File: src/sv/msw_pkg.sv
`timescale 1ns / 1ps
package msw_pkg;

  localparam int unsigned DEF_MAX_VOLTAGE_CHANNELS = 8;
  localparam int unsigned DEF_MAX_CURRENT_CHANNELS = 8;
  localparam int unsigned DEF_WINDOW_BITS          = 20;

  // Channel counts up to the sum of both class maxima (six bits wide, so at most 63).
  localparam int unsigned CH_CNT_W = 6;
  localparam int unsigned CFG_W    = 21;
  localparam int unsigned IDX_W    = 3;

  localparam logic [IDX_W-1:0] REG_VOLTAGE_CHANNELS = 3'd0;
  localparam logic [IDX_W-1:0] REG_CURRENT_CHANNELS = 3'd1;
  localparam logic [IDX_W-1:0] REG_WINDOW_FRAMES    = 3'd2;
  localparam logic [IDX_W-1:0] REG_VOLTAGE_SCALE    = 3'd3;
  localparam logic [IDX_W-1:0] REG_CURRENT_SCALE    = 3'd4;

  typedef enum logic [3:0] {
    BK_IDLE,
    BK_LOAD,
    BK_MUL_MEAN,
    BK_DIV_MEAN,
    BK_MUL_SQ,
    BK_MUL_NS,
    BK_MUL_X,
    BK_SQRT,
    BK_DIV_DEV,
    BK_EMIT
  } bk_state_t;

  typedef struct packed {
    logic                valid;
    logic [CH_CNT_W-1:0] nv;
    logic [CH_CNT_W-1:0] total;
  } job_t;

  typedef struct packed {
    logic [2:0]  channel_index;
    logic        is_current;
    logic [31:0] mean_value;
    logic [30:0] deviation;
    logic        last;
  } result_t;

endpackage

File: src/sv/msw_outq.sv
`timescale 1ns / 1ps
module msw_outq (
  input  logic             clk,
  input  logic             rst,
  input  logic             wr_en,
  input  msw_pkg::result_t wr_data,
  output logic             full,
  input  logic             rd_en,
  output msw_pkg::result_t rd_data,
  output logic             empty
);

  localparam int unsigned DEPTH = 4;
  localparam int unsigned AW    = $clog2(DEPTH);

  msw_pkg::result_t mem [DEPTH];
  logic [AW-1:0]    wr_ptr;
  logic [AW-1:0]    rd_ptr;
  logic [AW:0]      count;
  logic             do_wr;
  logic             do_rd;

  assign full    = count == (AW+1)'(DEPTH);
  assign empty   = count == '0;
  assign do_wr   = wr_en && !full;
  assign do_rd   = rd_en && !empty;
  assign rd_data = mem[rd_ptr];

  always_ff @(posedge clk) begin
    if (rst) begin
      wr_ptr <= '0;
      rd_ptr <= '0;
      count  <= '0;
    end else begin
      if (do_wr) wr_ptr <= wr_ptr + AW'(1);
      if (do_rd) rd_ptr <= rd_ptr + AW'(1);
      if (do_wr && !do_rd) begin
        count <= count + (AW+1)'(1);
      end else if (do_rd && !do_wr) begin
        count <= count - (AW+1)'(1);
      end
    end
  end

  always_ff @(posedge clk) begin
    if (do_wr) mem[wr_ptr] <= wr_data;
  end

endmodule

File: config.mk
export PLATFORM = sky130hd
export DESIGN_NAME = msw_outq
export DESIGN_NICKNAME = d
export VERILOG_FILES = /design/src/sv/msw_pkg.sv /design/src/sv/msw_outq.sv
export SDC_FILE = /design/constraint.sdc
export NUM_CORES = 1
export LEC_CHECK = 0
export BUFFER_PORTS_ARGS = -buffer_cell sky130_fd_sc_hd__clkbuf_2
export CAP_MARGIN = 20
export CORE_AREA = 2 2 143 145
export CTS_CLUSTER_SIZE = 20
export DETAILED_ROUTE_END_ITERATION = 8
export DIE_AREA = 0 0 145 147
export PLACE_DENSITY = 0.73
export SLEW_MARGIN = 15
export SYNTH_ARGS = -nofsm -noshare
export SYNTH_HDL_FRONTEND = slang
export SYNTH_SLANG_ARGS = --single-unit
File: constraint.sdc
create_clock -name clk -period 7.9 [get_ports clk]
set_input_delay 0.395 -clock clk [delete_from_list [all_inputs] [get_ports clk]]
set_output_delay 0.395 -clock clk [all_outputs]
set_load 0.02 [all_outputs]
* After elaboration in Yosys (flattened, before gate mapping) *
Memories as Yosys holds them, arrays and structs flattened. A register that Yosys moved wholly into a read port is not among the register bits.
Cells that the tools add are included.

cells by class
  add/subtract/negate cells = 4
  equal/unequal tests = 1
  mux-type cells = 6
  reductions and logical operators = 10

operators with widths
  kind                   count
  $mux W3                2
  $add A2 B1 Y2 const B  2
  $logic_and A1 B1 Y1    4
  $logic_not A1 Y1       4
  $mux W2                2
  $add A3 B1 Y3 const B  1
  $eq A3 B3 Y1 const B   1
  $logic_not A3 Y1       1
  $sub A3 B1 Y3 const B  1
  $mux W1                2
  $reduce_bool A2 Y1     1

word-level totals
  flip-flop bits (word level) = 7
  memory bits (writable) = 272
  input bits = 72
  output and inout port bits = 70
  logic and storage cells = 25
  memories = 1

memory list
  memory  words  bits a word  rd ports  clocked after memory_dff  write ports  line            RTL
  mem     4      68           1         1                         1            msw_outq.sv:16  msw_pkg::result_t mem [DEPTH];

* Depth between registers and ports, before layout *
Gate-level depths: netlist of the first run.

  depth after elaboration = 7
  gate-level depth with buffers = 8
  mapped depth without buffers = 8

* Least setup slack after synthesis of the first run *
No wires, ideal clock.

  kind = reg-to-reg
  start point = reg count[0]
  end point = mem mem[0][0] in the netlist's numbering, enable pin
  library setup time = 433 ps
  data arrival time = 2508 ps
  setup slack = 4959 ps
  stages on the path, launching flop included = 4
  path buffers = 0
  period minus slack after synthesis = 2941 ps
  cell sequence = dfxtp_1 -> nor3b_1 -> nor2_1 -> and2_1

between the ends
  longest elaborated chain between the ends = 5

ends and longest elaborated chain
  what                           line            RTL
  start: declaration             msw_outq.sv:19  logic [AW:0] count;
  start signal: assignment       msw_outq.sv:38  count <= count + (AW+1)'(1);
  start signal: assignment       msw_outq.sv:40  count <= count - (AW+1)'(1);
  $eq A3 B3 Y1                   msw_outq.sv:23  assign full = count == (AW+1)'(DEPTH);
  via full                       msw_outq.sv:7   output logic full,
  $logic_not A1 Y1               msw_outq.sv:25  assign do_wr = wr_en && !full;
  $logic_and A1 B1 Y1            msw_outq.sv:25
  via do_wr                      msw_outq.sv:20  logic do_wr;
  $mux W1                        msw_outq.sv:46  if (do_wr) mem[wr_ptr] <= wr_data;
  $mux W1 (implied by the code)  msw_outq.sv:46
  end: declaration               msw_outq.sv:16

The timed path passes the listed nets, and every way through them passes these cells.

==> summary.md, run 1 <==
| Metric | Value |
|---|---|
| RD Place Congestion | 0.700 |
| Fmax | 309 MHz |
| CTS tree | done |
| Status | complete, no violations |
| Peak supply drop | 0.215 mV |
| Worst r2r path cells | 8 |
| Total congestion overflow | 0 |
| Max_cap viols | 0 |
| Max-slew violations | 0 |
| Global-route wire length before repair | 27.1 mm |
| # Post-CTS Setup Buffers | 0 |
| RSZ-0062 raised after global routing | false |
| Total Power | 0.00420 W |
| PwrDens | 344 mW/mm^2 |
| Num CTS Buffers | 28 |
| Die H | 147 um |
| Mux contribution to synthesized area | 15.1% |
| Post-layout min period | 3.23 ns |
| Seq/Total Area, Yosys | 81.1% |
| Vias in the first global route | 4,857 |
| Unique masters post-synth | 23 |
| Syn nets | 482 |
| PortBufs | 141 |
| Drt drc | 0 |
| Initial Util | 51.9% |
| DRT iter0 DRCs | 245 |
| Hold Path Depth | 1 |
| GRT Total Usage | 16.5% |
| Worst EP required | 7.51 ns |
| Full die area | 0.0213 mm^2 |
| Drt first pass iters | 4 |
| Synth Area in Compound Gates | 0.352% |
| Net count, final | 637 |
| H-tree lvl count | 1 |
| Clock skew | 0.0109 ns |
| P&R area growth vs syn | 18.7% |
| Cell internal pwr | 0.00307 W |
| Wirelength per Cell | 20.6 um |
| Setup_tns | 0 ns |
| FP Rows | 52 |
| Total wire length | 17.5 mm |
| Comb pwr share | 22.0% |
| Hold Startpoint | wr_data[67] |
| Dpl hpwl | 10.0 mm |
| Sw power | 0.00113 W |
| Setup violators final | 0 |
| Initial antenna violation count | 0 |
| Cell family with most CP delay | buffers and inverters |
| Clock sinks | 281 |
| Non-filler cells, final | 851 |
| Switch share | 26.8% |
| Clock buffer depth | 3 |
| Slew Limit Headroom | 29.2% |
| Synth Register Bits | 281 |
| Tcrit/Tclk final | 40.9% |
| Area of the core | 0.0198 mm^2 |
| Root buffer cell | clkbuf_16 |
| I/O pins | 142 |
| Crit. End Element | output port |
| Hold Path Class | in -> reg |
| ANT nets after route | 0 |
| Largest net degree at the start of global routing | 69 |
| Clock network power share | 32.8% |
| Final Hold Vio Count | 0 |
| CP max FO | 41 |
| Clock Latency Late Sink | 0.52 ns |
| Die Wd | 145 um |
| Hold-fix buffers, CTS | 0 |
| Hold Path Sink | mem[3][67] |
| Avg Synthesized Cell Area | 25.5 um^2 |
| Data arrival time of the worst path | 2.84 ns |
| P_leak | 4.13 nW |
| Max stage delay on crit path | 0.75 ns |
| Placed Cells | 799 |
| Syn Inst Count | 404 |
| Worst-path clk slew | 0.06 ns |
| Worst Path Buf+Inv | 2 |
| Worst path cell trace | buf_4 > mux4_2 > clkbuf_2 |
| Worst path slowest cell | buf_4 |
| Layout cell share with drive strength beyond 1 | 44.4% |
| Startpoint types | flip-flop |
| Most common cell after layout, fill and taps aside | edfxtp_1 |
| Largest family of logic cells by synthesized area | multiplexers |
| Flop pwr share | 45.2% |
| Setup CP Type | reg -> out |
| Flop2flop setup slack | 5.56 ns |
| Actual slew at the worst max-slew pin | 1.06 ns |
| Post-Synth Adder-Cell Area | 0.802% |
| Post-cts sizing count | 0 |
| Post-synthesis simple-gate area fraction | 0.827% |
| Commonest non-fill, non-tap cells in the layout | 272 x edfxtp_1, 141 x clkbuf_2, 68 x mux4_2 |
| Inserted Diodes | 0 |
| Mapped cell area | 0.0103 mm^2 |
| YS warnings | 0 |
| Worst r2r src | count[0] |
| Total number of vias | 4,628 |
| XOR/XNOR share of the synthesized area | 0.340% |
| RR Endpoint | count[2] |
| Vias per Instance | 5.44 |
[power groups by stage]
stage / combinational (W) / sequential (W) / clock (W)
2_1_floorplan: 0.000750 / 0.00186 / 0
3_3_place_gp: 0.000927 / 0.00192 / 0
3_5_place_dp: 0.000939 / 0.00193 / 0
4_1_cts: 0.000941 / 0.00190 / 0.00141
5_1_grt: 0.000977 / 0.00192 / 0.00147
6_report: 0.000922 / 0.00190 / 0.00138
[area by class of cell]
cell class / count / area (um^2)
timing repair buffer: 142 / 713
sequential: 281 / 8360
fill: 1374 / 7630
multi-input combinational: 102 / 1800
clock buffer: 39 / 803
clock inverter: 13 / 190
inverter: 4 / 15.0
tap: 270 / 338
[how the worst max path moves through the flow]
stage | start | to | cells after the start
6_report | flip-flop | rd_data[52] | 3
5_1_grt | flip-flop | rd_data[52] | 3
4_1_cts | flip-flop | rd_data[52] | 3
3_5_place_dp | flip-flop | rd_data[52] | 3
3_3_place_gp | flip-flop | rd_data[52] | 3
2_1_floorplan | count[0] | mem[0][0] | 3
[synth_stat cells, drive strengths merged]
library cell / instances / area (um^2)
or3: 2 / 12.5
nand2b: 2 / 12.5
and2: 4 / 25.0
buf: 12 / 121
ha: 5 / 62.6
edfxtp: 272 / 8170
clkbuf: 5 / 18.8
fa: 1 / 20.0
nor3: 1 / 5.00
a21oi: 2 / 10.0
o311ai: 1 / 8.76
mux2i: 2 / 20.0
mux4: 68 / 1530
inv: 4 / 15.0
o21ai: 2 / 10.0
xor2: 4 / 35.0
dfxtp: 9 / 180
nor2: 6 / 22.5
nor3b: 1 / 7.51
o31ai: 1 / 7.51
[worst reg2reg max path, delay by kind of cell, from the launching register on]
family | cells | cell delay [ns]
adders and majority gates | 2 | 0.64
AOI/OAI and AO/OA | 1 | 0.13
xor gates and xnor gates | 1 | 0.18
and+or+nand+nor | 3 | 0.81
buffers and inverters | 1 | 0.06
DFF | 1 | 0.45
[stage by stage]
step	util, %	hold WS [ns]	setup WS, ns	area, um^2
2_1_floorplan	-	0.482	4.96	10300
3_3_place_gp	56.6	0.490	5.10	11200
3_5_place_dp	56.6	0.520	5.09	11200
4_1_cts	61.6	0.0715	4.53	12200
5_1_grt	61.6	0.0739	4.42	12200
6_report	61.6	0.0953	4.67	12200
[cells by family (layout without fill, tap and decap cells)]
family	count (synthesis)	in the layout
compound gates	6	6
xor+xnor	4	4
fa+ha+maj	6	6
buf+inv	21	198
flops	281	281
mux	70	70
simple gates	16	16
[sequential cells by signal, summed over array words and instances, names as in the netlist, named ones only]
signal,cells
wr_ptr,2
count,3
rd_ptr,2
mem,272
[layer usage]
| metal | up-vias | global-route usage, % | share of wire (%) |
|---|---|---|---|
| li1 | 2037 | - | - |
| met2 | 138 | 28.6 | 52 |
| met1 | 2426 | 21.9 | 41 |
| met3 | 27 | 3.32 | 5.5 |
| met5 | - | 0 | 0 |
| met4 | 0 | 4.06 | 1.7 |
Note: power is estimated with default switching activity, not from simulation.
==> run 2: changes to the inputs <==
--- a/config.mk
+++ b/config.mk
@@ -7,11 +7,11 @@
 export LEC_CHECK = 0
 export BUFFER_PORTS_ARGS = -buffer_cell sky130_fd_sc_hd__clkbuf_2
 export CAP_MARGIN = 20
-export CORE_AREA = 2 2 143 145
+export CORE_AREA = 2 2 146 148
 export CTS_CLUSTER_SIZE = 20
 export DETAILED_ROUTE_END_ITERATION = 8
-export DIE_AREA = 0 0 145 147
-export PLACE_DENSITY = 0.73
+export DIE_AREA = 0 0 148 150
+export PLACE_DENSITY = 0.74
 export SLEW_MARGIN = 15
 export SYNTH_ARGS = -nofsm -noshare
 export SYNTH_HDL_FRONTEND = slang
==> constraint.sdc (replaced) <==
create_clock -name clk -period 2.8 [get_ports clk]
set_input_delay 0.14 -clock clk [delete_from_list [all_inputs] [get_ports clk]]
set_output_delay 0.14 -clock clk [all_outputs]
set_load 0.02 [all_outputs]
==> run 2 against run 1 <==
Net effect:
- wire length increased by 7.1%
- utilization increased by 0.94 points
- via count increased by 5.1%
- clock skew decreased by 0.0045 ns
- cell count increased by 9.8%
- critical path depth increased by 5
- flip-flop and latch count unchanged
- sequential power increased to 2.8 times the previous value
- register-to-register slack got worse by 5.2 ns
- design area increased by 5.8%
==> summary.md, run 2 (same netlist as run 1, synthesis figures left out) <==
| Metric | Value |
|---|---|
| Status | complete, no violations |
| Post-layout min period | 2.42 ns |
| Total Power | 0.0115 W |
| P_leak | 4.43 nW |
| Max stage delay on crit path | 0.46 ns |
| Flop2flop setup slack | 0.38 ns |
| H-tree lvl count | 1 |
| Max_cap viols | 0 |
| Crit. End Element | flip-flop |
| Drt drc | 0 |
| Flop pwr share | 45.7% |
| Vias per Instance | 5.21 |
| P&R area growth vs syn | 25.6% |
| Startpoint types | flip-flop |
| PortBufs | 141 |
| CP Depth | 8 |
| Non-Filler Cell Area, Final | 0.0129 mm^2 |
| Net count, final | 717 |
| Hold Startpoint | rd_en |
| Hold Path Class | in -> reg |
| Slew Limit Headroom | 60.0% |
| DRT iter0 DRCs | 312 |
| Actual slew at the worst max-slew pin | 0.600 ns |
| Worst r2r path cells | 8 |
| RD Place Congestion | 0.718 |
| Die Wd | 148 um |
| Clock sinks | 281 |
| Vias in the first global route | 5,206 |
| Clock skew | 0.00633 ns |
| Worst Path Buf+Inv | 1 |
| Max reg flops | 272 |
| Max-slew violations | 0 |
| Switch share | 28.0% |
| Dpl hpwl | 11.6 mm |
| Drt first pass iters | 4 |
| I/O pins | 142 |
| Tcrit/Tclk final | 86.5% |
| Initial antenna violation count | 1 |
| Total number of vias | 4,864 |
| Clock Latency Late Sink | 0.52 ns |
| Hold Path Depth | 4 |
| Setup violators final | 0 |
| Top reg by flops | mem |
| RR Endpoint | count[2] |
| Peak supply drop | 0.474 mV |
| Initial Util | 49.8% |
| PwrDens | 892 mW/mm^2 |
| CP max FO | 6 |
| Layout cell share with drive strength beyond 1 | 39.7% |
| Full die area | 0.0222 mm^2 |
| Fmax | 413 MHz |
| ANT nets after route | 0 |
| Die H | 150 um |
| Cell internal pwr | 0.00831 W |
| Data arrival time of the worst path | 2.87 ns |
| Worst-path clk slew | 0.06 ns |
| Final Hold Vio Count | 0 |
| Worst EP required | 3.25 ns |
| Worst path slowest cell | dfxtp_1 |
| CTS tree | done |
| Filler instances | 1,459 |
| Setup_tns | 0 ns |
| Cell family with most CP delay | simple AND/OR/NAND/NOR gates |
| Most common cell after layout, fill and taps aside | edfxtp_1 |
| Clock buffer depth | 3 |
| Wirelength per Cell | 20.1 um |
| GRT Total Usage | 17.1% |
| Hold_ws | 0.0241 ns |
| Worst r2r src | count[0] |
| Sw power | 0.00322 W |
| Comb pwr share | 25.0% |
| Commonest non-fill, non-tap cells in the layout | 272 x edfxtp_1, 141 x clkbuf_2, 70 x dlygate4sd3_1 |
| Largest registers | mem (272), count (3) |
| Total congestion overflow | 0 |
| Num CTS Buffers | 28 |
| Root buffer cell | clkbuf_16 |
| Setup CP Type | reg -> reg |
| Area after DPL | 0.0114 mm^2 |
| Largest net degree at the start of global routing | 39 |
| RSZ-0062 raised after global routing | false |
| Global-route wire length before repair | 29.1 mm |
| # Post-CTS Setup Buffers | 0 |
| Clock network power share | 29.3% |
| Total wire length | 18.7 mm |
| FP Rows | 53 |
| Area of the core | 0.0207 mm^2 |
| Worst path cell trace | nor3b_1 > nor2_1 > ha_1 > inv_1 > fa_1 > xor2_1 > or3_1 > a21oi_1 |
run 2: changes by cell type in the layout (fill, tap and decap cells not counted), moves of 3 or more:
cell	previous run	this run
clkinv_1	4	8
dlygate4sd3_1	0	70
buf_4	1	4
clkbuf_8	4	0
buf_12	0	7
bufinv_16	5	1
run 2: worst max path at each step:
stage,end,start,slack (ns)
after floorplan,count[2],count[2],0.50
after global placement,count[2],count[0],0.57
after detailed placement,count[2],count[0],0.39
after CTS,count[2],count[0],0.38
after global routing,count[2],count[0],0.25
final,count[2],count[0],0.38
run 2: per-layer routing:
metal	share of wire [%]	GRT usage, %
met5	0	0
met4	1.6	4.10
met3	6.1	3.14
met2	49	27.5
met1	44	24.9
run 2: power groups by stage:
stage	sequential, W	combinational [W]	clock, W
CTS	0.00529	0.00294	0.00345
floorplan	0.00522	0.00212	0
detailed placement	0.00537	0.00285	0
finish	0.00527	0.00288	0.00338
global route	0.00532	0.00308	0.00362
global placement	0.00533	0.00282	0
run 2: worst min-delay path: stages:
cell and delay [ns]:
clkbuf_2 0.10, o31ai_1 0.10, xor2_1 0.10, nor2_1 0.08
run 2: final cells by class:
type                       instances  area, um^2  area share (%)
sequential                       281        8360            64.6
multi-input combinational        102        1800            13.9
timing repair buffer             222        1580            12.2
clock buffer                      35         748            5.79
tap                              275         344            2.66
clock inverter                    14        87.6           0.677
inverter                           4        15.0           0.116
antenna                            1        2.50          0.0194
run 2: through the flow:
step | setup WS, ns | std cells | util [%]
floorplan | 0.504 | 404 | -
global placement | 0.571 | 814 | 55.1
detailed placement | 0.389 | 814 | 55.1
CTS | 0.375 | 933 | 62.5
global route | 0.251 | 934 | 62.5
finish | 0.377 | 934 | 62.5
run 2: what timing repair did:
item	CTS	global route
gates resized for setup	0	0
hold endpoints to repair	280	0
hold buffers	70	0
==> run 3: changes to the inputs <==
--- a/config.mk
+++ b/config.mk
@@ -7,10 +7,10 @@
 export LEC_CHECK = 0
 export BUFFER_PORTS_ARGS = -buffer_cell sky130_fd_sc_hd__clkbuf_2
 export CAP_MARGIN = 20
-export CORE_AREA = 2 2 146 148
+export CORE_AREA = 2 2 104 206
 export CTS_CLUSTER_SIZE = 20
 export DETAILED_ROUTE_END_ITERATION = 8
-export DIE_AREA = 0 0 148 150
+export DIE_AREA = 0 0 106 208
 export PLACE_DENSITY = 0.74
 export SLEW_MARGIN = 15
 export SYNTH_ARGS = -nofsm -noshare
==> run 3 against run 2 <==
Net effect:
- worst setup slack better by 0.036 ns
- sequential power is essentially flat
- clock skew is 0.010 ns higher
- fmax up 1.5%
- power increased by 0.30%
- design area is 0.46% lower
- worst hold slack improved by 0.033 ns
- die area down 0.68%
- non-clock buffer count grew 3
- combinational power increased by 1%
- first-iteration DRC count up 8.7%
- cell count is 1.6% lower
- critical endpoint unchanged
- largest cell class unchanged
- highest routed layer unchanged
==> summary.md, run 3 (same netlist as run 1, synthesis figures left out) <==
| Metric | Value |
|---|---|
| Pre-CTS setup slack | 0.434 ns |
| Clock buffer depth | 3 |
| Post-layout min period | 2.39 ns |
| Largest registers | mem (272), count (3) |
| # Post-CTS Setup Buffers | 0 |
| Clock Latency Late Sink | 0.52 ns |
| Worst path slowest cell | dfxtp_1 |
| Global-route wire length before repair | 30.3 mm |
| Total congestion overflow | 0 |
| CTS tree | done |
| DRT iter0 DRCs | 339 |
| Net count, final | 714 |
| Num CTS Buffers | 22 |
| Status | complete, no violations |
| Initial Util | 50.3% |
| Vias per Instance | 5.34 |
| Crit. End Element | flip-flop |
| P&R area growth vs syn | 25.0% |
| Total wire length | 19.8 mm |
| H-tree lvl count | 1 |
| ANT nets after route | 0 |
| GRT met1 Usage | 21.9% |
| Clock skew | 0.0163 ns |
| Die H | 208 um |
| Tcrit/Tclk final | 85.3% |
| Non-filler cells, final | 919 |
| Full die area | 0.0220 mm^2 |
| Actual slew at the worst max-slew pin | 0.582 ns |
| Worst r2r path cells | 8 |
| Most common cell after layout, fill and taps aside | edfxtp_1 |
| I/O pins | 142 |
| Final Hold Vio Count | 0 |
| Worst setup margin | 0.413 ns |
| Met2 Track Usage GR | 33.1% |
| Area of the core | 0.0205 mm^2 |
| Max reg flops | 272 |
| PortBufs | 141 |
| Dpl hpwl | 12.8 mm |
| Area after DPL | 0.0114 mm^2 |
| Initial antenna violation count | 1 |
| Total number of vias | 4,910 |
| Worst r2r src | count[0] |
| Hold Path Depth | 4 |
| Placed Cells | 808 |
| Max_cap viols | 0 |
| Max stage delay on crit path | 0.47 ns |
| Drt drc | 0 |
| Layout cell share with drive strength beyond 1 | 41.0% |
| Setup violators final | 0 |
| Hold Path Sink | rd_ptr[0] |
| RR Endpoint | count[2] |
| Worst-path clk slew | 0.07 ns |
| GRT Total Usage | 18.4% |
| Top reg by flops | mem |
| Largest net degree at the start of global routing | 40 |
| Hold Path Class | in -> reg |
| RD Place Congestion | 0.765 |
| CP max FO | 6 |
| Commonest non-fill, non-tap cells in the layout | 272 x edfxtp_1, 141 x clkbuf_2, 70 x dlygate4sd3_1 |
| PwrDens | 899 mW/mm^2 |
| Hold Startpoint | rd_en |
| Startpoint types | flip-flop |
| Slew Limit Headroom | 61.2% |
| Fmax | 419 MHz |
| Worst EP required | 3.23 ns |
| Wirelength per Cell | 21.6 um |
| RSZ-0062 raised after global routing | false |
| Die Wd | 106 um |
| First element of the critical path | count[0] |
| GR Util met3 | 2.22% |
| Data arrival time of the worst path | 2.82 ns |
| Clock sinks | 281 |
| Non-Filler Cell Area, Final | 0.0129 mm^2 |
| Max-slew violations | 0 |
| Peak supply drop | 0.678 mV |
| Drt first pass iters | 4 |
| Root buffer cell | clkbuf_16 |
| Hold-fix buffers, CTS | 70 |
| Flop2flop setup slack | 0.41 ns |
| FP Rows | 74 |
| Worst path cell trace | nor3b_1 > nor2_1 > ha_1 > inv_1 > fa_1 > xor2_1 > or3_1 > a21oi_1 |
| P_leak | 4.41 nW |
| Setup CP Type | reg -> reg |
| Post-cts sizing count | 0 |
| Gr busiest metal | met2 |
| Setup_tns | 0 ns |
| Vias in the first global route | 5,307 |
==> run 3: report_power, final <==
group	leakage, nW	internal [W]	switching [W]	total (W)
clock	0.386	0.00197	0.00138	0.00336
combinational	1.46	0.00129	0.00164	0.00292
sequential	2.57	0.00505	0.000233	0.00529
==> run 3: worst max-delay path: cells and delay by family, from the launching register on <==
kind            cells  cell delay, ns
compound gates      1            0.16
xor+xnor            1            0.18
fa+ha+maj           2            0.64
buf+inv             1            0.06
flops               1            0.47
simple gates        3            0.81
==> run 3: layout make-up <==
type                       instances  area (um^2)
sequential                       281         8360
fill                            1362         7590
multi-input combinational        102         1800
timing repair buffer             225         1560
clock buffer                      23          576
tap                              266          333
clock inverter                    17          226
inverter                           4         15.0
antenna                            1         2.50
==> run 3: worst max-delay path by stage <==
stage / endpoint / slack, ns / depth (start not counted)
floorplan: count[2] / 0.50 / 8
global placement: count[2] / 0.54 / 8
detailed placement: count[2] / 0.43 / 8
CTS: rd_data[29] / 0.37 / 3
global route: count[2] / 0.26 / 8
finish: count[2] / 0.41 / 8
==> run 3: layer usage <==
metal  wire length, um  part of all wire, %  up-vias
li1                  -                    -     2184
met1              7270                   37     2564
met2             11100                   56      135
met3               733                  3.7       27
met4               665                  3.4        0
met5                 0                    0        -
==> run 3: stage by stage <==
| step | hold slack (ns) | total power [W] | util, % |
|---|---|---|---|
| 6_report | 0.0570 | 0.0116 | 62.9 |
| 5_1_grt | 0.0893 | 0.0120 | 62.9 |
| 4_1_cts | 0.0442 | 0.0117 | 62.9 |
| 3_5_place_dp | 0.359 | 0.00827 | 55.5 |
| 3_3_place_gp | 0.356 | 0.00820 | 55.5 |
| 2_1_floorplan | 0.239 | 0.00734 | - |
